`src/design/nmsf_pkg.sv`:
```
// Shared types, constants and helpers for the neighbor-mean spike filter.
`timescale 1ns / 1ps
`default_nettype none

package nmsf_pkg;

   localparam int SAMPLE_W  = 16;
   localparam int RADIUS    = 3;
   localparam int DEPTH     = 2 * RADIUS;
   localparam int POS_W     = 3;                 // holds 0..DEPTH
   localparam int MAX_RES   = RADIUS + 1;
   localparam int RES_CNT_W = 3;                 // holds 0..MAX_RES
   localparam int MAG_W     = SAMPLE_W + 1;
   localparam int SUM_W     = MAG_W + 1;         // six magnitudes, max 196608
   localparam int THR_W     = 16;
   localparam int CMP_W     = SUM_W + THR_W;
   localparam int MEAN_SHIFT = 21;
   localparam int RECIP_W   = 19;
   localparam int MEAN_PROD_W = SUM_W + RECIP_W;

   // ceil(2^21 / 6): exact floor(sum / 6) for every sum below 2^19
   localparam logic [RECIP_W-1:0] MEAN_RECIP = RECIP_W'(349526);
   localparam logic [SAMPLE_W-1:0] SAMPLE_MAX = {1'b0, {(SAMPLE_W-1){1'b1}}};
   localparam logic [THR_W-1:0] THR_RESET = THR_W'(768);

   localparam int QUEUE_DEPTH = 8;
   localparam int QPTR_W      = 3;
   localparam int QCNT_W      = 4;

   localparam int CSR_ADDR_W = 2;
   localparam int CSR_DATA_W = 32;
   localparam logic [CSR_ADDR_W-1:0] CSR_THRESHOLD_ADDR = 2'd0;

   typedef struct packed {
      logic [SAMPLE_W-1:0] sample;
      logic                replaced;
      logic                last;
   } nmsf_res_type;

   // results produced by one window step, valid in entries below cnt
   typedef struct packed {
      nmsf_res_type [MAX_RES-1:0] ent;
      logic [RES_CNT_W-1:0]       cnt;
   } nmsf_batch_type;

   function automatic logic [MAG_W-1:0] sample_mag(input logic [SAMPLE_W-1:0] v);
      logic [MAG_W-1:0] ext;
      ext = {v[SAMPLE_W-1], v};
      return v[SAMPLE_W-1] ? MAG_W'(~ext + MAG_W'(1)) : ext;
   endfunction

endpackage

`default_nettype wire

```
`src/design/nmsf_window.sv`:
```
// Sample window, spike test and per-step result batch.
`timescale 1ns / 1ps
`default_nettype none

module nmsf_window (
   input  wire logic                          clock,
   input  wire logic                          reset,
   input  wire logic                          step,
   input  wire logic [nmsf_pkg::SAMPLE_W-1:0] sample,
   input  wire logic                          frame_end,
   input  wire logic [nmsf_pkg::THR_W-1:0]    threshold,
   output nmsf_pkg::nmsf_batch_type           batch
);
   import nmsf_pkg::*;

   logic [SAMPLE_W-1:0] win_ff [DEPTH];
   logic [SAMPLE_W-1:0] win_in [DEPTH];
   logic [POS_W-1:0]    pos_ff, pos_in;

   logic                full, has_head;
   logic [SUM_W-1:0]    nsum;
   logic [MAG_W-1:0]    cmag;
   logic [CMP_W-1:0]    lhs, rhs;
   logic [MEAN_PROD_W-1:0] mean_prod;
   logic [SAMPLE_W-1:0] mean_raw, mean_sat;
   logic                spike;
   logic [RES_CNT_W-1:0] tail_cnt;

   assign full     = (pos_ff >= POS_W'(DEPTH));
   assign has_head = (pos_ff >= POS_W'(RADIUS));

   always_comb begin
      nsum = SUM_W'(sample_mag(sample));
      for (int i = 0; i < DEPTH; i++) begin
         if (i != RADIUS) nsum = nsum + SUM_W'(sample_mag(win_ff[i]));
      end
   end

   assign cmag = sample_mag(win_ff[RADIUS]);
   // |c| * 6 * 256 against sum * threshold
   assign lhs  = CMP_W'({cmag, 10'b0}) + CMP_W'({cmag, 9'b0});
   assign rhs  = CMP_W'(nsum) * CMP_W'(threshold);
   assign spike = full && (lhs > rhs);

   assign mean_prod = MEAN_PROD_W'(nsum) * MEAN_PROD_W'(MEAN_RECIP);
   assign mean_raw  = mean_prod[MEAN_SHIFT +: SAMPLE_W];
   assign mean_sat  = (mean_raw > SAMPLE_MAX) ? SAMPLE_MAX : mean_raw;

   // shifted window; the replaced center becomes a left neighbor
   always_comb begin
      for (int i = 0; i < DEPTH - 1; i++) begin
         win_in[i] = win_ff[i + 1];
      end
      if (spike) win_in[RADIUS - 1] = mean_sat;
      win_in[DEPTH - 1] = sample;
   end

   always_comb begin
      if (!frame_end)
         tail_cnt = '0;
      else if (pos_ff < POS_W'(RADIUS))
         tail_cnt = RES_CNT_W'(pos_ff) + RES_CNT_W'(1);
      else
         tail_cnt = RES_CNT_W'(RADIUS);
   end

   always_comb begin
      logic [RES_CNT_W-1:0] j;
      logic [POS_W-1:0]     idx;
      batch.cnt = RES_CNT_W'(has_head) + tail_cnt;
      for (int k = 0; k < MAX_RES; k++) begin
         j   = RES_CNT_W'(k) - RES_CNT_W'(has_head);
         idx = POS_W'(DEPTH) - POS_W'(tail_cnt) + POS_W'(j);
         batch.ent[k].sample   = win_in[idx];
         batch.ent[k].replaced = 1'b0;
         batch.ent[k].last     = (j == tail_cnt - RES_CNT_W'(1));
         if (k == 0 && has_head) begin
            batch.ent[k].sample   = spike ? mean_sat : win_ff[RADIUS];
            batch.ent[k].replaced = spike;
            batch.ent[k].last     = 1'b0;
         end
      end
   end

   always_comb begin
      if (frame_end)
         pos_in = '0;
      else if (!full)
         pos_in = pos_ff + POS_W'(1);
      else
         pos_in = pos_ff;
   end

   always_ff @(posedge clock) begin
      if (reset) begin
         pos_ff <= '0;
      end else if (step) begin
         pos_ff <= pos_in;
      end
   end

   always_ff @(posedge clock) begin
      if (step) begin
         win_ff <= win_in;
      end
   end

endmodule

`default_nettype wire

```
`src/design/nmsf_out_queue.sv`:
```
// Result queue: takes up to four words per cycle, hands out one while out_ready is high.
`timescale 1ns / 1ps
`default_nettype none

module nmsf_out_queue (
   input  wire logic                      clock,
   input  wire logic                      reset,
   input  wire logic                      push,
   input  wire nmsf_pkg::nmsf_batch_type  batch,
   output logic                           room,
   output logic                           out_valid,
   input  wire logic                      out_ready,
   output nmsf_pkg::nmsf_res_type         out_word
);
   import nmsf_pkg::*;

   nmsf_res_type       mem [QUEUE_DEPTH];
   logic [QPTR_W-1:0]  wr_ptr_ff, wr_ptr_in;
   logic [QPTR_W-1:0]  rd_ptr_ff, rd_ptr_in;
   logic [QCNT_W-1:0]  count_ff, count_in;
   logic [RES_CNT_W-1:0] push_n;
   logic               pop;

   assign push_n    = push ? batch.cnt : '0;
   assign pop       = out_valid && out_ready;
   assign out_valid = (count_ff != '0);
   assign out_word  = mem[rd_ptr_ff];
   assign room      = (count_ff <= QCNT_W'(QUEUE_DEPTH - MAX_RES));

   assign wr_ptr_in = wr_ptr_ff + QPTR_W'(push_n);
   assign rd_ptr_in = rd_ptr_ff + QPTR_W'(pop);
   assign count_in  = count_ff + QCNT_W'(push_n) - QCNT_W'(pop);

   always_ff @(posedge clock) begin
      if (reset) begin
         wr_ptr_ff <= '0;
         rd_ptr_ff <= '0;
         count_ff  <= '0;
      end else begin
         wr_ptr_ff <= wr_ptr_in;
         rd_ptr_ff <= rd_ptr_in;
         count_ff  <= count_in;
      end
   end

   always_ff @(posedge clock) begin
      for (int k = 0; k < MAX_RES; k++) begin
         if (RES_CNT_W'(k) < push_n) mem[wr_ptr_ff + QPTR_W'(k)] <= batch.ent[k];
      end
   end

endmodule

`default_nettype wire

```
`src/design/neighbor_mean_spike_filter.sv`:
```
// A word enters the result queue when the word three samples later in its frame
//   steps the window; at frame end the held samples follow one per cycle while rsp_tready is high.
// Throughput: one sample per cycle while the queue has room; the window update is combinational.
// Frame end writes up to four words into an 8-deep result queue; input stalls
//   only while that queue holds more than four words.
// Reset (synchronous): clears frame position and queue, threshold back to 3.0.
`timescale 1ns / 1ps
`default_nettype none

module neighbor_mean_spike_filter (
   input  wire logic                            clock,
   input  wire logic                            reset,
   // input stream
   input  wire logic                            req_tvalid,
   output logic                                 req_tready,
   input  wire logic [nmsf_pkg::SAMPLE_W-1:0]   req_tdata,   // [15:0] sample_in
   input  wire logic                            req_tlast,   // frame_end
   // result stream
   output logic                                 rsp_tvalid,
   input  wire logic                            rsp_tready,
   output logic [nmsf_pkg::SAMPLE_W-1:0]        rsp_tdata,   // [15:0] sample_out
   output logic                                 rsp_tuser,   // [0] was_replaced
   output logic                                 rsp_tlast,   // out_last
   // register port
   input  wire logic                            csr_psel,
   input  wire logic                            csr_penable,
   input  wire logic                            csr_pwrite,
   input  wire logic [nmsf_pkg::CSR_ADDR_W-1:0] csr_paddr,
   input  wire logic [nmsf_pkg::CSR_DATA_W-1:0] csr_pwdata,
   output logic [nmsf_pkg::CSR_DATA_W-1:0]      csr_prdata,
   output logic                                 csr_pready
);
   import nmsf_pkg::*;

   logic [THR_W-1:0]    thr_ff;
   logic                in_valid_ff;
   logic [SAMPLE_W-1:0] in_sample_ff;
   logic                in_last_ff;
   logic                step, room;
   nmsf_batch_type      batch;
   nmsf_res_type        out_word;

   assign csr_pready = 1'b1;
   assign csr_prdata = (csr_paddr == CSR_THRESHOLD_ADDR) ?
                       CSR_DATA_W'(thr_ff) : '0;

   always_ff @(posedge clock) begin
      if (reset) begin
         thr_ff <= THR_RESET;
      end else if (csr_psel && csr_penable && csr_pwrite && csr_pready &&
                   csr_paddr == CSR_THRESHOLD_ADDR) begin
         thr_ff <= csr_pwdata[THR_W-1:0];
      end
   end

   // input word register; step runs when the queue can take a full batch
   assign step       = in_valid_ff && room;
   assign req_tready = !in_valid_ff || step;

   always_ff @(posedge clock) begin
      if (reset) begin
         in_valid_ff <= 1'b0;
      end else if (req_tready) begin
         in_valid_ff <= req_tvalid;
      end
   end

   always_ff @(posedge clock) begin
      if (req_tready && req_tvalid) begin
         in_sample_ff <= req_tdata;
         in_last_ff   <= req_tlast;
      end
   end

   nmsf_window u_window (
      .clock     (clock),
      .reset     (reset),
      .step      (step),
      .sample    (in_sample_ff),
      .frame_end (in_last_ff),
      .threshold (thr_ff),
      .batch     (batch)
   );

   nmsf_out_queue u_queue (
      .clock     (clock),
      .reset     (reset),
      .push      (step),
      .batch     (batch),
      .room      (room),
      .out_valid (rsp_tvalid),
      .out_ready (rsp_tready),
      .out_word  (out_word)
   );

   assign rsp_tdata = out_word.sample;
   assign rsp_tuser = out_word.replaced;
   assign rsp_tlast = out_word.last;

endmodule

`default_nettype wire

```
`config.mk`:
```
export PLATFORM = sky130hd
export DESIGN_NAME = neighbor_mean_spike_filter
export DESIGN_NICKNAME = d
export VERILOG_FILES = /design/src/design/nmsf_pkg.sv /design/src/design/nmsf_window.sv /design/src/design/nmsf_out_queue.sv /design/src/design/neighbor_mean_spike_filter.sv
export SDC_FILE = /design/constraint.sdc
export NUM_CORES = 2
export LEC_CHECK = 0
export ABC_AREA = 1
export BUFFER_PORTS_ARGS = -buffer_cell sky130_fd_sc_hd__buf_2
export CAP_MARGIN = 20
export CORE_ASPECT_RATIO = 0.8
export CORE_MARGIN = 4
export CORE_UTILIZATION = 60
export DETAILED_ROUTE_END_ITERATION = 6
export PLACE_DENSITY = 0.77
export SLEW_MARGIN = 20
export SYNTH_ARGS = -nofsm -noshare
export SYNTH_HDL_FRONTEND = slang
export SYNTH_SLANG_ARGS = --single-unit
```
`constraint.sdc`:
```
create_clock -name clock -period 33.1 [get_ports clock]
set_clock_uncertainty 0.2 [all_clocks]
set_input_delay 6.62 -clock clock [delete_from_list [all_inputs] [get_ports clock]]
set_output_delay 6.62 -clock clock [all_outputs]
set_load 0.02 [all_outputs]
```
Yosys cells after proc, flatten, opt, wreduce, memory -nomap -nowiden
Memory sizes are Yosys's and may differ from the RTL's. A register that Yosys moved wholly into a read port is not among the register bits.
Index checks and enable logic that the tools add are counted.
{ "word_totals": {"reg_bits": 143, "ram_bits": 144, "inputBits": 58, "out_inout_bits": 53, "elab_cells": 128, "memories": 1} }
{ "classes": {"add_sub_neg": 32, "mul": 2, "order_cmp": 14, "eq_ne": 5, "n_mux": 37, "bitwise": 11, "n_reduce_logical": 12} }
{ "memory_table": {"columns": ["name", "depth", "width", "read_ports", "rd_clocked_by_memory_dff", "wr", "line", "source"], "rows": [
  ["u_queue.mem", 8, 18, 1, 1, 4, "nmsf_out_queue.sv:17", "nmsf_res_type mem [QUEUE_DEPTH];"]
]} }
{ "op_table": {"columns": ["cell", "count"], "rows": [
  ["$bmux W16 S3", 4],
  ["$mux W16", 11],
  ["$add A17 B1 Y17 const B", 7],
  ["$mux W17", 7],
  ["$not A17 Y17", 7],
  ["$add A18 B17 Y18", 4],
  ["$mul A18 B18 Y36 const B", 1],
  ["$gt A34 B34 Y1", 1],
  ["$mul A18 B16 Y34", 1],
  ["$add A27 B26 Y28", 1],
  ["$add A17 B17 Y18", 1],
  ["$mux W18", 1],
  ["$mux W3", 6],
  ["$ge A4 B4 Y1 const B", 4],
  ["$gt A16 B15 Y1 const B", 1],
  ["$not A3 Y4", 4],
  ["$add A3 B3 Y3", 5],
  ["$eq A3 B3 Y1", 4],
  ["$mux W1", 8],
  ["$logic_and A1 B1 Y1", 7],
  ["$add A3 B1 Y3 const B", 2],
  ["$add A3 B2 Y3 const B", 2],
  ["$lt A1 B3 Y1 const A", 2],
  ["$lt A2 B3 Y1 const A", 2],
  ["18 further kinds", 20]
]} }

Logic depth before layout (Yosys ltp)
{ "logic_depth": {"word_depth": 16, "depth_mapped": 70, "mapped_depth_nobuf": 69} }

By module
From an unflattened synthesis, not the netlist that was laid out.
{ "hier_totals": {"cells_unflattened": 6004, "area_unflattened_um2": 42593.4} }
{ "by_module_without_submodules": {"columns": ["module", "n_inst", "cells_each", "area_each_um2", "seq_area_each_um2"], "rows": [
  ["nmsf_window", 1, 3772, 28213.3, 2942.8],
  ["nmsf_out_queue", 1, 2048, 12823.5, 4524.3],
  ["neighbor_mean_spike_filter", 1, 184, 1556.5, 850.8]
]} }

Worst setup path after synthesis
No wires, ideal clock.
{ "synth_path": {"path_kind": "input to output", "start": "input csr_paddr[1] (netlist bit)", "end": "output csr_prdata[10] (netlist bit)", "arrival_time_ns": 7.338, "required_ns": 26.280, "setup_slack_ns": 18.942, "stages": 4, "n_path_buf": 1, "path_cell_list": "nor2_1 > inv_1 > clkbuf_1 > nor2_1"} }
{ "synth_via": {"elab_chain_cells": 2} }
{ "synth_rtl": {"columns": ["item", "line", "source"], "rows": [
  ["from (decl)", "neighbor_mean_spike_filter.sv:28", "input wire logic [nmsf_pkg::CSR_ADDR_W-1:0] csr_paddr,"],
  ["$logic_not A2 Y1", "neighbor_mean_spike_filter.sv:44", "assign csr_prdata = (csr_paddr == CSR_THRESHOLD_ADDR) ?"],
  ["$mux W16", "neighbor_mean_spike_filter.sv:44", null],
  ["to (decl)", "neighbor_mean_spike_filter.sv:30", "output logic [nmsf_pkg::CSR_DATA_W-1:0] csr_prdata,"]
]} }
No other way between the ends.

==> flow_metrics.py <==
metrics = {
    "global_route": {
        "grt_max_degree": 82,
        "grt_pass1_vias": 36283,
        "grt_pass1_wl_mm": 201,
        "antenna_found_initial": 0,
        "groute.usage.overall_pct": 35.6,
        "grt_overflow_total": 0,
    },
    "cells_and_area": {
        "fin_cells": 6225,
        "layout_commonest_cell": "nand2_1",
        "multi_input_area_um2": 27900,
        "ff_latch_area_um2": 8240,
        "diodes": 0,
        "final_cell_mix": "994 x nand2_1, 968 x inv_1, 544 x nand3_1",
        "n_fill_cell": 5819,
        "areaGrowthSynthToFinish_pct": 5.70,
        "final_nets": 6091,
        "drive_gt1_share_pct": 6.76,
    },
    "logic_synthesis": {
        "yosysUniqueCellTypes": 61,
        "synth_edf_count": 249,
        "async_flop_share_pct": 0,
        "ys.flop_type": "edfxtp_1",
        "avgSynthCellArea_um2": 7.67,
        "syn_inst": 5295,
        "yosys_register_bits": 287,
        "ys_warn_count": 0,
        "synth_area_um2": 40600,
        "ys_seq_area_share_pct": 20.3,
    },
    "placed_design": {
        "port_buffers": 77,
        "gp_congestion": 0.992,
        "dp_hpwl_mm": 96.4,
        "pre_cts_slack_ns": 18.42,
        "dp_cells": 6158,
    },
    "floorplan": {
        "rows": 85,
        "die_w_um": 299,
        "core_um2": 67100,
        "io_pins": 111,
        "die_area_um2": 71900,
        "initial_core_util_pct": 60.5,
        "dieHeight_um": 241,
    },
    "worst_setup_path": {
        "cp-end-kind": "flop",
        "crit_fanout": 25,
        "worst_path_most_repeated_cell": "nand2_1",
        "start_kind": "flop",
        "rr_worst_depth": 57,
        "slowest_delay_ns": 1.05,
        "worst_ep_required_time_ns": 33.32,
        "ff2ff_setup_slack_ns": 18.24,
        "rr_endpoint": "u_queue.mem[3][5]",
        "crit_path_top_delay_cell": "nor4_1",
        "r2r-start": "u_window.win_ff[19]",
        "worstPathArrival_ns": 15.08,
        "critPathKind": "reg -> reg",
    },
    "clock_tree": {
        "cts_tree": "built",
        "cts_max_path_buffers": 3,
        "postCtsSetupRepairBufs": 0,
        "ctsHtreeMaxLevel": 2,
        "clk_latency_ns": 0.57,
        "cts_buffers": 36,
        "cts_hold_buffers": 0,
        "cts_root_buffer": "clkbuf_16",
        "cts.repair.resized": 0,
        "clk_transition_reported_paths_ns": 0.06,
        "clock_sinks": 287,
    },
    "detailed_routing": {
        "dr.pass1.iters": 7,
        "ant_nets": 0,
        "wire_per_inst_um": 20.5,
        "drtIter0Drc": 4872,
        "vias": 37276,
        "vias_per_cell": 5.99,
        "drt-total-wl_mm": 128,
        "drcViolationCount": 5,
    },
    "sta": {
        "finalCriticalPeriod_ns": 14.86,
        "tns_ns": 0,
        "finalMaxSlewViolations": 0,
        "hold_violations": 0,
        "setup_slack_ns": 18.24,
        "max_freq_ghz": 0.0673,
        "rsz0062_at_grt": "no",
        "slew_headroom_pct": 17.9,
        "final-setup-viol-count": 0,
        "tightest_slew_ns": 1.23,
        "fin_crit_sh_pct": 44.9,
    },
    "outcome": {
        "status": "finished with violations",
        "violations": "design-rule violations",
    },
    "worst_hold_path": {
        "hold_depth": 2,
        "hold_path_end": "u_queue.mem[3][1]",
        "holdCritStartpoint": "u_queue.mem[3][1]",
        "min_path_type": "reg -> reg",
    },
    "flow_run": {
        "maxCapViolations": 0,
    },
}
through the flow:
step	hold slack [ns]	utilization (%)	cell area, um^2
2_1_floorplan	0.224	-	40700
5_1_grt	0.291	64.0	42900
6_report	0.282	64.0	42900
3_3_place_gp	0.258	62.1	41700
4_1_cts	0.283	63.9	42900
3_5_place_dp	0.269	62.1	41700
synthesized netlist by cell type, types with 25 or more instances:
cell / number / area share (%)
a21oi_1: 133 / 1.6
a31oi_1: 45 / 0.69
buf_2: 28 / 0.35
clkbuf_1: 127 / 1.2
dfxtp_1: 38 / 1.9
edfxtp_1: 249 / 18
fa_1: 405 / 20
ha_1: 343 / 11
inv_1: 971 / 9.0
nand2_1: 996 / 9.2
nand2_2: 41 / 0.63
nand3_1: 544 / 6.7
nand3_2: 59 / 1.5
nand4_1: 145 / 2.2
nor2_1: 483 / 4.5
nor3_1: 53 / 0.65
o21ai_0: 223 / 2.7
o22ai_1: 25 / 0.39
xnor2_1: 27 / 0.58
xor2_1: 115 / 2.5
layout make-up:
type	instances	share of cell area, %
Tap cell	913	2.66
Multi-Input combinational cell	3849	65.0
Clock buffer	47	2.29
Timing Repair Buffer	119	1.64
Clock inverter	18	0.490
Sequential cell	287	19.2
Inverter	992	8.68
state kept, by name (all words and copies together), names as in the netlist:
register	flops
u_queue.mem	144
in_sample_ff	16
u_window.pos_ff	3
in_last_ff	1
u_queue.count_ff	4
u_window.win_ff	96
thr_ff	16
u_queue.rd_ptr_ff	3
in_valid_ff	1
u_queue.wr_ptr_ff	3
critical path, delay by kind of cell (launching register included):
kind / cells / cell delay [ns]
adders and majority gates: 12 / 5.51
and+or+nand+nor: 31 / 6.75
AOI/OAI and AO/OA: 3 / 0.46
buffers and inverters: 9 / 0.92
xor gates and xnor gates: 2 / 0.29
DFF: 1 / 0.52
cell families after synthesis:
| family | count (synthesis) | share of synthesized area (%) |
|---|---|---|
| fa+ha+maj | 748 | 30.5 |
| xor+xnor | 143 | 3.13 |
| simple gates | 2412 | 27.4 |
| compound gates | 521 | 7.29 |
| buf+inv | 1182 | 11.3 |
| flops | 287 | 20.3 |
| other cells | 2 | 0.0185 |
how the worst max path moves through the flow:
stage / from / endpoint / slack (ns) / cells after the start
floorplan: csr_paddr[1] / csr_prdata[10] / 18.94 / 4
global placement: u_window.win_ff[19] / u_queue.mem[0][2] / 18.54 / 57
detailed placement: u_window.win_ff[19] / u_queue.mem[0][2] / 18.42 / 56
CTS: u_window.win_ff[19] / u_queue.mem[0][2] / 18.33 / 56
global route: in_sample_ff[0] / u_queue.mem[3][4] / 17.55 / 63
finish: u_window.win_ff[19] / u_queue.mem[3][5] / 18.24 / 57
metal layers:
| layer | track usage (%) | up-vias | wire length [um] | share of wire (%) |
|---|---|---|---|---|
| met3 | 10.8 | 370 | 18800 | 15 |
| met5 | 0.772 | - | 77 | 0.060 |
| li1 | - | 17020 | - | - |
| met4 | 11.3 | 2 | 4310 | 3.4 |
| met2 | 52.8 | 2390 | 52600 | 41 |
| met1 | 50.3 | 17494 | 51800 | 41 |
Power is left out: the tool's default activity adds up to more than one toggle a clock period on the data nets, which glitch-free logic cannot reach.
